===== config.mk =====
export PLATFORM = sky130hd
export DESIGN_NAME = sspc_ctrl
export DESIGN_NICKNAME = d
export VERILOG_FILES = /design/src/hdl/sspc_pkg.sv /design/src/hdl/sspc_ctrl.sv
export SDC_FILE = /design/constraint.sdc
export NUM_CORES = 1
export LEC_CHECK = 0
export ABC_AREA = 1
export BUFFER_PORTS_ARGS = -buffer_cell sky130_fd_sc_hd__buf_2
export CAP_MARGIN = 20
export CORE_MARGIN = 3
export CORE_UTILIZATION = 45
export DETAILED_ROUTE_END_ITERATION = 10
export PLACE_DENSITY_LB_ADDON = 0.15
export SLEW_MARGIN = 20
export SYNTH_ARGS = -nofsm -noshare
export SYNTH_HDL_FRONTEND = slang
export SYNTH_SLANG_ARGS = --single-unit

===== constraint.sdc =====
create_clock -name clk -period 1.2 [get_ports clk]
set_clock_uncertainty 0.05 [all_clocks]
set_input_delay 0.12 -clock clk [delete_from_list [all_inputs] [get_ports clk]]
set_output_delay 0.12 -clock clk [all_outputs]
set_load 0.02 [all_outputs]

===== src/hdl/sspc_pkg.sv =====
// ----------------------------------------------------------------------------
// sspc_pkg
// Shared types, codes and helpers for the stepper speed/position controller.
// ----------------------------------------------------------------------------
package sspc_pkg;

  localparam int FRAC_BITS = 16;
  localparam int DATA_W    = 32;
  localparam int DIV_W     = 64;
  localparam int DSR_W     = 33;
  localparam int DCNT_W    = $clog2(DIV_W + 1);
  localparam int OUT_W     = 104;

  localparam logic [2:0] REQ_STEP    = 3'd0;
  localparam logic [2:0] REQ_SETSPD  = 3'd1;
  localparam logic [2:0] REQ_SETPOS  = 3'd2;
  localparam logic [2:0] REQ_MEAS    = 3'd3;
  localparam logic [2:0] REQ_INIT    = 3'd4;
  localparam logic [2:0] REQ_RESET   = 3'd5;

  localparam logic [1:0] DIR_STOP = 2'd0;
  localparam logic [1:0] DIR_FWD  = 2'd1;
  localparam logic [1:0] DIR_BWD  = 2'd2;

  localparam logic [2:0] CFG_MIN_POS   = 3'd0;
  localparam logic [2:0] CFG_MAX_POS   = 3'd1;
  localparam logic [2:0] CFG_MIN_SPD   = 3'd2;
  localparam logic [2:0] CFG_MAX_SPD   = 3'd3;
  localparam logic [2:0] CFG_STEP_SIZE = 3'd4;
  localparam logic [2:0] CFG_WRAP_EN   = 3'd5;
  localparam logic [2:0] CFG_START_POS = 3'd6;

  typedef enum logic [4:0] {
    OP_NONE, OP_LOAD, OP_STEP, OP_RESET, OP_SETSPD, OP_BAD,
    OP_PMUL, OP_PSAT, OP_PDIV_GO, OP_PFIX, OP_RDIV_GO, OP_RFIX,
    OP_SPD, OP_FFIX, OP_INIT, OP_IWDIV_GO, OP_IWFIX, OP_IDIV_GO,
    OP_IFIX, OP_OUT
  } dp_op_t;

  typedef enum logic [3:0] {
    ST_IDLE, ST_DISP, ST_INIT_CHK, ST_PMUL, ST_PWRAP, ST_PDIV, ST_PRE,
    ST_RDIV, ST_SPD, ST_FDIV, ST_IWDIV, ST_IDIV_GO, ST_IDIV, ST_OUT
  } ctrl_st_t;

  typedef struct packed {
    logic [2:0] req;
    logic       dt_zero;
    logic       ss_zero;
    logic       wrap_en;
    logic       range_bad;
    logic       spd_stop;
    logic       div_done;
    logic       out_free;
  } dp_sts_t;

  function automatic logic [31:0] sat_q(input logic [63:0] q, input logic neg);
    logic [31:0] r;
    if (neg) begin
      r = (|q[63:31]) ? 32'h8000_0000 : 32'(-q[31:0]);
    end else begin
      r = (|q[63:31]) ? 32'h7FFF_FFFF : q[31:0];
    end
    return r;
  endfunction

endpackage


===== src/hdl/sspc_ctrl.sv =====
// ----------------------------------------------------------------------------
// sspc_ctrl
// Request sequencer: issues one datapath operation per cycle, or none while it waits for the divider or the output.
// ----------------------------------------------------------------------------
module sspc_ctrl import sspc_pkg::*; (
  input  logic    clk,
  input  logic    rst_n,
  input  logic    in_tvalid,
  output logic    in_tready,
  input  dp_sts_t sts,
  output dp_op_t  op
);

  ctrl_st_t st_r, st_nxt;
  logic     fin_r, fin_nxt;
  logic     wrap_go, pos_bad;

  assign wrap_go = sts.wrap_en && !sts.ss_zero && !sts.range_bad;
  assign pos_bad = sts.wrap_en && !sts.ss_zero && sts.range_bad;

  always_ff @(posedge clk) begin
    if (!rst_n) begin
      st_r  <= ST_IDLE;
      fin_r <= 1'b1;
    end else begin
      st_r  <= st_nxt;
      fin_r <= fin_nxt;
    end
  end

  always_comb begin
    st_nxt  = st_r;
    fin_nxt = fin_r;
    unique case (st_r)
      ST_IDLE: if (in_tvalid) st_nxt = ST_DISP;
      ST_DISP: begin
        fin_nxt = 1'b1;
        case (sts.req)
          REQ_SETSPD: st_nxt = ST_SPD;
          REQ_SETPOS, REQ_MEAS: begin
            fin_nxt = sts.dt_zero;
            st_nxt  = ST_PMUL;
          end
          REQ_INIT: st_nxt = ST_INIT_CHK;
          default:  st_nxt = ST_PMUL;
        endcase
      end
      ST_INIT_CHK: begin
        priority if (sts.ss_zero)     st_nxt = ST_PMUL;
        else if (sts.wrap_en)         st_nxt = sts.range_bad ? ST_PMUL : ST_IWDIV;
        else                          st_nxt = ST_IDIV;
      end
      ST_PMUL:  st_nxt = ST_PWRAP;
      ST_PWRAP: st_nxt = wrap_go ? ST_PDIV : (fin_r ? ST_OUT : ST_PRE);
      ST_PDIV:  if (sts.div_done) st_nxt = fin_r ? ST_OUT : ST_PRE;
      ST_PRE: begin
        if (pos_bad) begin
          fin_nxt = 1'b1;
          st_nxt  = ST_PMUL;
        end else begin
          st_nxt = ST_RDIV;
        end
      end
      ST_RDIV: begin
        if (sts.div_done) begin
          fin_nxt = 1'b1;
          st_nxt  = (sts.req == REQ_SETPOS) ? ST_SPD : ST_PMUL;
        end
      end
      ST_SPD:     st_nxt = (sts.spd_stop || sts.ss_zero) ? ST_PMUL : ST_FDIV;
      ST_FDIV:    if (sts.div_done) st_nxt = ST_PMUL;
      ST_IWDIV:   if (sts.div_done) st_nxt = ST_IDIV_GO;
      ST_IDIV_GO: st_nxt = ST_IDIV;
      ST_IDIV:    if (sts.div_done) st_nxt = ST_PMUL;
      ST_OUT:     if (sts.out_free) st_nxt = ST_IDLE;
      default:    st_nxt = ST_IDLE;
    endcase
  end

  always_comb begin
    op = OP_NONE;
    unique case (st_r)
      ST_IDLE: if (in_tvalid) op = OP_LOAD;
      ST_DISP: begin
        case (sts.req)
          REQ_STEP:             op = OP_STEP;
          REQ_RESET:            op = OP_RESET;
          REQ_SETSPD:           op = OP_SETSPD;
          REQ_SETPOS, REQ_MEAS: op = sts.dt_zero ? OP_BAD : OP_NONE;
          REQ_INIT:             op = OP_INIT;
          default:              op = OP_NONE;
        endcase
      end
      ST_INIT_CHK: begin
        priority if (sts.ss_zero)     op = OP_NONE;
        else if (sts.wrap_en)         op = sts.range_bad ? OP_BAD : OP_IWDIV_GO;
        else                          op = OP_IDIV_GO;
      end
      ST_PMUL:    op = OP_PMUL;
      ST_PWRAP:   op = wrap_go ? OP_PDIV_GO : OP_PSAT;
      ST_PDIV:    if (sts.div_done) op = OP_PFIX;
      ST_PRE:     op = pos_bad ? OP_BAD : OP_RDIV_GO;
      ST_RDIV:    if (sts.div_done) op = OP_RFIX;
      ST_SPD:     op = OP_SPD;
      ST_FDIV:    if (sts.div_done) op = OP_FFIX;
      ST_IWDIV:   if (sts.div_done) op = OP_IWFIX;
      ST_IDIV_GO: op = OP_IDIV_GO;
      ST_IDIV:    if (sts.div_done) op = OP_IFIX;
      ST_OUT:     if (sts.out_free) op = OP_OUT;
      default:    op = OP_NONE;
    endcase
  end

  assign in_tready = (st_r == ST_IDLE);

  a_out_to_idle: assert property (@(posedge clk) disable iff (!rst_n)
    (st_r == ST_OUT && sts.out_free) |=> st_r == ST_IDLE)
    else $error("result transfer did not release the sequencer");

endmodule


==> metrics.cfg, run 1 <==
[run_status]
status = complete, but fails checks
violations = negative setup slack

[drt]
wl_per_cell_um = 18.2
ant_nets = 0
post-route-drc-count = 0
firstDrtPassIters = 5
avgViaCountPerCell = 6.10
vias = 1538
drt_iter0_markers = 98
postRouteWirelength_um = 4580

[critical_path]
crit_fanout = 5
cp-end-kind = output port
crit_path_start_kind = flop
worstPathRequired_ns = 1.03
cp.arrival_ns = 1.56
setup.worst_path.class = flop to output port

[timing]
fin_setup_tns_ns = -4.24
fmax_mhz = 578
hold_violations = 0
finalCriticalPeriod_ns = 1.73
slew_violations = 0
slew_headroom = 0.725
finalSetupViolCount = 11
worst_slack_ns = -0.530
rsz0062_at_grt = true
post-route-period-util = 1.44
worstMarginPinSlew_ns = 0.412

[clocking]
ctsHoldBuffers = 0
cts_max_path_buffers = 2
cts_buffers = 3
clockRootBuffer = clkbuf_4
htree_num_levels = 1
clkSlewWorstSetupHoldPaths_ns = 0.04
tritoncts = yes
cts_num_sinks = 5
clk_latency_ns = 0.25

[die]
die_w_um = 50.3
initial_utilization = 0.495
fp.dieArea_mm2 = 0.00253
core_area_mm2 = 0.00178
rows = 15
io_pins = 19
die_h_um = 50.3

[placement]
port_buffers = 18
post-place-ws_ns = -0.266
place_area_mm2 = 0.00123
placed_cells = 237
dpl.hpwl_um = 2450
gp_congestion = 0.948

[global_route]
first_global_vias = 1252
antenna_found_initial = 0
grt_pass1_wl_um = 5710
grt_use_total = 0.293
grt_max_degree = 9
globalRouteOverflowTotal = 0

[logic_synthesis]
syn_area_um2 = 882
synthTopCellsByArea = nand2_1 (25%), dfxtp_1 (11%), nor2_1 (10%)
syn_avg_cell_area_um2 = 5.13
syn_inst = 172
yosysWarnings = 0
syn-num-nets = 185
ys_types = 25
synth_top_area_cell = nand2_1
ys_seq_area_frac = 0.113
ys_ff_latch = 5
synth_top_area_share = 0.251

[layout]
final_layout_size_suffix_gt1_frac = 0.546
final-instance-count-excl-fill = 252
area_delta_synth_final_pct = 83.1
final_common_cell = nand2_1
fin_area_mm2 = 0.00162
antennaDiodeCount = 0
layout_common_cells = nand2_1 (45), buf_4 (29), inv_1 (17)
num-nets-final = 241

[power]
peakVddDrop_v = 0.00139
powerDensity_mw_per_mm2 = 2100
total_power_mw = 3.39
p_seq_frac = 0.121
intPower_mw = 1.55
switching_share = 0.544
combPwrFrac = 0.819
p_switching_mw = 1.85
power.leakage_nw = 0.827
clkPwrFrac = 0.061

[min_path]
hp-class = primary input to flop

[flow_run]
drv_cap = 0

==> synth_stat cells, drive strengths merged <==
master,n
nand2,66
nor2,30
inv,25
nand3,16
a21oi,10
dfxtp,5
nor3,4
o21ai,3
a211oi,2
buf,2
nor4,2
nand3b,1
nand4,1
o2111ai,1
o211ai,1
o21a,1
o21bai,1
o22ai,1
==> power groups by stage <==
| stage | Clock [mW] | Combinational [mW] | Sequential (mW) |
|---|---|---|---|
| after global routing | 0.227 | 2.94 | 0.416 |
| after detailed placement | 0 | 1.75 | 0.411 |
| final | 0.206 | 2.78 | 0.409 |
| after CTS | 0.201 | 2.08 | 0.429 |
| after global placement | 0 | 1.75 | 0.402 |
| after floorplan | 0 | 1.32 | 0.324 |
==> per-layer routing <==
layer	part of all wire	vias to the layer above	global-route usage
met2	0.45	150	0.498
met1	0.37	691	0.364
met5	0	-	0
met3	0.12	37	0.0653
li1	-	660	-
met4	0.059	0	0.0876
==> layout make-up <==
cell class | instances | area [um^2]
tap | 25 | 31.3
multi-input combinational | 140 | 917
inverter | 25 | 106
clock buffer | 4 | 26.3
fill | 80 | 168
sequential | 5 | 113
timing repair buffer | 53 | 422
==> worst max-delay path, cell delays in order (launching register included) <==
cell,delay [ns]
dfxtp_4,0.38
buf_6,0.14
nand2_4,0.07
nor3_4,0.04
buf_4,0.13
nor4_2,0.28
nand2_1,0.11
buf_6,0.15
==> cells by family (layout without fill, tap and decap cells) <==
kind of cell    Yosys count  count (layout)  synth area share
flops                     5               5             0.113
simple gates            120             120             0.621
compound gates           20              20             0.133
buf+inv                  27              82             0.132
==> state kept, by name (all words and copies together), names as in the netlist <==
| signal | cells |
|---|---|
| fin_r | 1 |
| st_r | 4 |
==> path summary, 6_finish.rpt <==
kind | start | to | slack [ns] | cells after the start
setup / recovery | st_r[0] | op[0] | -0.53 | 7
hold / removal | sts[6] | fin_r | 0.12 | 3
setup reg to reg | st_r[2] | st_r[0] | -0.42 | 12
hold reg to reg | st_r[3] | st_r[3] | 0.50 | 2
==> stage by stage <==
| stage | hold WS, ns | utilization |
|---|---|---|
| after floorplan | 0.224 | - |
| after global placement | 0.358 | 0.692 |
| after detailed placement | 0.364 | 0.692 |
| after CTS | 0.113 | 0.780 |
| after global routing | 0.135 | 0.906 |
| final | 0.123 | 0.906 |
==> what timing repair did <==
item | CTS | global route
resized for setup | 26 | 43
buffers inserted | 6 | 6
pin swaps | 10 | 21
hold endpoints to repair | 0 | 0
setup endpoints to repair | 11 | 11
Power figures use the tool's default switching activity.
==> run 2, diff against run 1 <==
GPL_TIMING_DRIVEN = 0   (was unset)
PLACE_DENSITY = 0.78   (was unset)
PLACE_DENSITY_LB_ADDON = unset   (was 0.15)
==> run 2 against run 1 <==
The run still ends with negative setup slack left. Combinational power grew 4%. Power up 2.0%. Hold slack improved by 0.015 ns. Via count shrank 6.2%. Clock power hardly changed. Global-route usage rose by 2.0 points. Clock-buffer cell count unchanged. Critical path type unchanged. Critical endpoint is now op[3]. Largest cell class unchanged. Largest power group unchanged.
==> metrics.cfg, run 2 (same netlist as run 1, synthesis figures left out) <==
[run_status]
status = complete, but fails checks
violations = negative setup slack

[die]
fp.dieArea_mm2 = 0.00253  ; unchanged
io_pins = 19  ; unchanged
rows = 15  ; unchanged
die_w_um = 50.3  ; unchanged
die_h_um = 50.3  ; unchanged
core_area_mm2 = 0.00178  ; unchanged
initial_utilization = 0.495  ; unchanged

[min_path]
hp-class = primary input to flop

[drt]
drt_iter0_markers = 162  ; +65%
vias = 1443  ; -6.2%
firstDrtPassIters = 4  ; -1
wl_per_cell_um = 18.4  ; +0.97%
post-route-drc-count = 0  ; unchanged
avgViaCountPerCell = 6.17  ; +1.0%
postRouteWirelength_um = 4300  ; -6.2%
ant_nets = 0  ; unchanged

[layout]
n_fill_cell = 99  ; +24%
fin_util = 0.866  ; -0.0400
layout_common_cells = nand2_1 (48), inv_1 (18), nand3_1 (14)
area_delta_synth_final_pct = 75.0
final_layout_size_suffix_gt1_frac = 0.488  ; -0.0582
reg.largest.list = st_r (4), fin_r (1)
antennaDiodeCount = 0  ; unchanged
num-nets-final = 223  ; -7.5%
top_register = st_r
final_common_cell = nand2_1
largest_reg_flops = 4  ; unchanged
fin_area_mm2 = 0.00154  ; -4.4%

[global_route]
first_global_vias = 1314  ; +5.0%
grt_use_total = 0.313  ; +0.0196
grt_max_degree = 8  ; -1
antenna_found_initial = 0  ; unchanged
grt_pass1_wl_um = 6110  ; +7.0%
globalRouteOverflowTotal = 0  ; unchanged

[timing]
hold_violations = 0  ; unchanged
post-route-period-util = 1.44  ; -0.00465
worst_slack_ns = -0.525  ; +0.00557 ns
rsz0062_at_grt = true
worstMarginPinSlew_ns = 0.365  ; -0.0475 ns
finalCriticalPeriod_ns = 1.72  ; -0.00558 ns
fmax_mhz = 580  ; +0.32%
slew_headroom = 0.757  ; +0.0317
slew_violations = 0  ; unchanged
hold_slack_ns = 0.138  ; +0.0154 ns
finalSetupViolCount = 11  ; unchanged

[critical_path]
max_stage_delay_ns = 0.41  ; +0.03 ns
worstPathRequired_ns = 1.03  ; about the same
cp-endpoint = op[3]
cp_slowest_cell = dfxtp_4
crit_start = st_r[0]
crit_fanout = 6  ; +1
crit_chain = inv_8 > nor2_8 > nand2_4 > nor2_4 > a21oi_4 > nand4_1 > buf_4
cp.arrival_ns = 1.55  ; about the same
cp-end-kind = output port
worstReg2RegEnd = st_r[3]
rr_worst_depth = 11  ; -1
r2r_start = st_r[2]
setup.worst_path.class = flop to output port
crit_path_start_kind = flop
reg2reg_slack_ns = -0.47  ; -0.05 ns

[clocking]
clkSlewWorstSetupHoldPaths_ns = 0.04  ; about the same
clk_latency_ns = 0.26  ; about the same
tritoncts = yes
htree_num_levels = 1  ; unchanged
cts_num_sinks = 5  ; unchanged
ctsHoldBuffers = 0  ; unchanged
cts_buffers = 3  ; unchanged
clockRootBuffer = clkbuf_4
cts_max_path_buffers = 2  ; unchanged

[placement]
post-place-ws_ns = -0.258  ; +0.00826 ns
gp_congestion = 0.905  ; -4.5%
port_buffers = 18  ; unchanged
place_area_mm2 = 0.00108  ; -12%
dpl.hpwl_um = 2100  ; -14%

[power]
total_power_mw = 3.46  ; +2.0%
power.leakage_nw = 0.761  ; -8.0%
peakVddDrop_v = 0.00153  ; +9.6%
powerDensity_mw_per_mm2 = 2240  ; +6.7%

[flow_run]
drv_cap = 0  ; unchanged

-- run 2: changes by cell type in the layout (fill, tap and decap cells not counted), moves of 3 or more --
cell,delta
buf_4,-16
buf_6,-4
nand2_1,+3
nand2_2,-7
-- run 2: critical path, delay by kind of cell (launching register included) --
family	cells	cell delay, ns
AOI/OAI and AO/OA	1	0.06
buffers and inverters	2	0.23
DFF	1	0.41
and+or+nand+nor	4	0.60
-- run 2: layout make-up --
cell class,count,area [um^2],share of cell area
plain buffers,2,40.0,0.0259
clock buffers,4,26.3,0.0170
flip-flops and latches,5,110,0.0713
repair buffers,33,256,0.166
inverters,25,116,0.0754
well taps,25,31.3,0.0203
multi-input cells,140,963,0.624
-- run 2: report_power, final --
group	switching, mW	internal, mW	leakage, nW	total (mW)
Combinational	1.72	1.18	0.703	2.90
Clock	0.0817	0.127	0.0150	0.208
Sequential	0.107	0.247	0.0432	0.354
-- run 2: what timing repair did --
| action | in CTS | in global routing |
|---|---|---|
| resized for setup | 51 | 25 |
| endpoints found under the setup margin | 11 | 11 |
| pin swaps | 16 | 14 |
| buffers inserted | 13 | 2 |
-- run 2: stage by stage --
stage / setup TNS, ns / instances
final: -4.57 / 234
after global placement: -1.83 / 215
after CTS: -3.62 / 232
after global routing: -5.17 / 234
after detailed placement: -1.93 / 215
after floorplan: -0.311 / 172
-- run 2: worst min path at each step --
stage | depth (start not counted) | endpoint | from
after floorplan | 2 | fin_r | sts[6]
after global placement | 3 | fin_r | sts[6]
after detailed placement | 3 | st_r[0] | rst_n
after CTS | 3 | st_r[0] | rst_n
after global routing | 3 | fin_r | sts[6]
final | 3 | fin_r | sts[6]
-- run 2: layer usage --
layer	track usage	wire length, um
met1	0.385	1710
met2	0.530	1890
met3	0.0682	510
met4	0.106	188
met5	0	0
==> run 3, diff against run 2 <==
clock period = 1.41 ns   (was 1.2 ns; I/O delays follow)
==> run 3 against run 2 <==
The flow still finishes with violations (negative setup slack). Wire length decreased by 5.4%. Sequential power decreased by 8.2%. Die area unchanged. Combinational power decreased by 20%. First-iteration DRC count decreased by 13%. Register-to-register slack improved by 0.35 ns. Sequential share of layout area increased by 0.51 points. Via count decreased by 2.4%. Cell count decreased by 0.43%. Clock power decreased by 18%. Critical path depth increased by 1. Critical endpoint unchanged.
==> metrics.cfg, run 3 (same netlist as run 1, synthesis figures left out) <==
[layout]
top_register = st_r
final_layout_size_suffix_gt1_frac = 0.514  ; +0.0264
area_delta_synth_final_pct = 67.1
final-instance-count-excl-fill = 233  ; -0.43%
layout_common_cells = nand2_1 (40), inv_1 (17), nor2_1 (15), buf_4 (15)
num-nets-final = 222  ; -0.45%
reg.largest.list = st_r (4), fin_r (1)
seq_area_um2 = 113  ; +2.3%
n_fill_cell = 104  ; +5.1%
antennaDiodeCount = 0  ; unchanged
final_common_cell = nand2_1
largest_reg_flops = 4  ; unchanged
multi_input_comb_area_um2 = 925  ; -4.0%
fin_area_mm2 = 0.00147  ; -4.5%

[timing]
fin_setup_tns_ns = -1.62  ; +2.94 ns
finalCriticalPeriod_ns = 1.71
slew_violations = 0  ; unchanged
worstMarginPinSlew_ns = 0.455  ; +0.0902 ns
rsz0062_at_grt = true
worst_slack_ns = -0.298  ; +0.227 ns
fmax_mhz = 585
post-route-period-util = 1.21
slew_headroom = 0.696  ; -0.0602
finalSetupViolCount = 9  ; -2
hold_violations = 0  ; unchanged

[drt]
wl_per_cell_um = 17.4  ; -5.0%
vias = 1408  ; -2.4%
ant_nets = 0  ; unchanged
post-route-drc-count = 0  ; unchanged
postRouteWirelength_um = 4060  ; -5.4%
drt_iter0_markers = 141  ; -13%
avgViaCountPerCell = 6.04  ; -2.0%
firstDrtPassIters = 5  ; +1

[clocking]
clk_latency_ns = 0.24  ; -0.02 ns
cts_num_sinks = 5  ; unchanged
cts_max_path_buffers = 2  ; unchanged
htree_num_levels = 1  ; unchanged
clkSlewWorstSetupHoldPaths_ns = 0.04  ; about the same
ctsHoldBuffers = 0  ; unchanged
clockRootBuffer = clkbuf_4
cts_buffers = 3  ; unchanged
tritoncts = yes

[critical_path]
crit_start = st_r[3]
setup.worst_path.class = flop to output port
reg2reg_slack_ns = -0.12  ; +0.35 ns
r2r_start = st_r[0]
worstPathRequired_ns = 1.22  ; +0.19 ns
crit_path_start_kind = flop
cp-endpoint = op[3]
crit_fanout = 5  ; -1
rr_worst_depth = 11  ; unchanged
cp-end-kind = output port
cp.arrival_ns = 1.52  ; -0.03 ns
worstReg2RegEnd = st_r[0]

[die]
io_pins = 19  ; unchanged
initial_utilization = 0.495  ; unchanged
core_area_mm2 = 0.00178  ; unchanged
die_w_um = 50.3  ; unchanged
fp.dieArea_mm2 = 0.00253  ; unchanged
rows = 15  ; unchanged
die_h_um = 50.3  ; unchanged

[global_route]
grt_use_total = 0.265  ; -0.0475
antenna_found_initial = 0  ; unchanged
grt_max_degree = 9  ; +1
first_global_vias = 1268  ; -3.5%
grt_pass1_wl_um = 5290  ; -13%
globalRouteOverflowTotal = 0  ; unchanged

[power]
p_switching_mw = 1.55  ; -19%
peakVddDrop_v = 0.00144  ; -5.4%
powerDensity_mw_per_mm2 = 1920  ; -14%
clkPwrFrac = 0.060  ; about the same
intPower_mw = 1.28  ; -18%
p_seq_frac = 0.115  ; +0.013
combPwrFrac = 0.825  ; -0.013
power.leakage_nw = 0.769  ; +1.0%
switching_share = 0.549  ; -0.00256

[run_status]
status = complete, but fails checks
violations = negative setup slack

[min_path]
hp-class = primary input to flop

[placement]
placed_cells = 215  ; unchanged
port_buffers = 18  ; unchanged
dpl.hpwl_um = 2140  ; +1.8%
place_area_mm2 = 0.00100  ; -7.1%
post-place-ws_ns = -0.207  ; +0.0503 ns
gp_congestion = 0.965  ; +6.6%

[flow_run]
drv_cap = 0  ; unchanged

-- run 3: changes by cell type in the layout (fill, tap and decap cells not counted), moves of 2 or more --
cell / delta
nand2_1: -8
a21oi_2: +2
nor2_1: +2
nand2_2: +5
buf_12: -2
nand2_8: -3
nand2_4: +6
a21oi_4: -2
buf_4: +2
-- run 3: metal layers --
layer,part of all wire,GRT usage
met5,0,0
met4,0.032,0.101
met3,0.10,0.0504
met2,0.46,0.441
met1,0.40,0.334
-- run 3: critical path, cell delays in order, from the launching register on --
cell	delay (ns)
dfxtp_4	0.41
inv_6	0.07
nand2_4	0.11
nor2_1	0.09
o21ai_2	0.09
nand2_1	0.09
a21oi_2	0.15
nand4_1	0.10
buf_4	0.17
-- run 3: area by class of cell --
| cell class | instances | area share |
|---|---|---|
| clock buffer | 4 | 0.0178 |
| tap | 25 | 0.0212 |
| inverter | 25 | 0.0806 |
| buffer | 1 | 0.0136 |
| multi-input combinational | 140 | 0.627 |
| sequential | 5 | 0.0764 |
| timing repair buffer | 33 | 0.163 |
-- run 3: how the worst min path moves through the flow --
stage	cells after the start	from	to	slack (ns)
after floorplan	2	sts[6]	fin_r	0.24
after global placement	3	sts[6]	fin_r	0.38
after detailed placement	3	rst_n	st_r[0]	0.39
after CTS	3	sts[6]	fin_r	0.14
after global routing	3	sts[6]	fin_r	0.16
final	3	rst_n	st_r[2]	0.17
-- run 3: power by group through the flow --
stage | Clock (mW) | Sequential (mW) | Combinational (mW)
final | 0.170 | 0.325 | 2.33
after global routing | 0.185 | 0.329 | 2.48
after CTS | 0.174 | 0.319 | 1.71
after detailed placement | 0 | 0.250 | 1.31
after global placement | 0 | 0.248 | 1.29
after floorplan | 0 | 0.238 | 1.01
-- run 3: repair_timing --
action,CTS,global route
pin swaps,11,23
resized for setup,57,46
buffers inserted,8,9
endpoints found under the setup margin,11,10
-- run 3: through the flow --
stage | util | power (mW) | hold WS [ns]
after floorplan | - | 1.24 | 0.245
after global placement | 0.563 | 1.54 | 0.382
after detailed placement | 0.563 | 1.56 | 0.394
after CTS | 0.706 | 2.20 | 0.144
after global routing | 0.827 | 3.00 | 0.160
final | 0.827 | 2.83 | 0.169
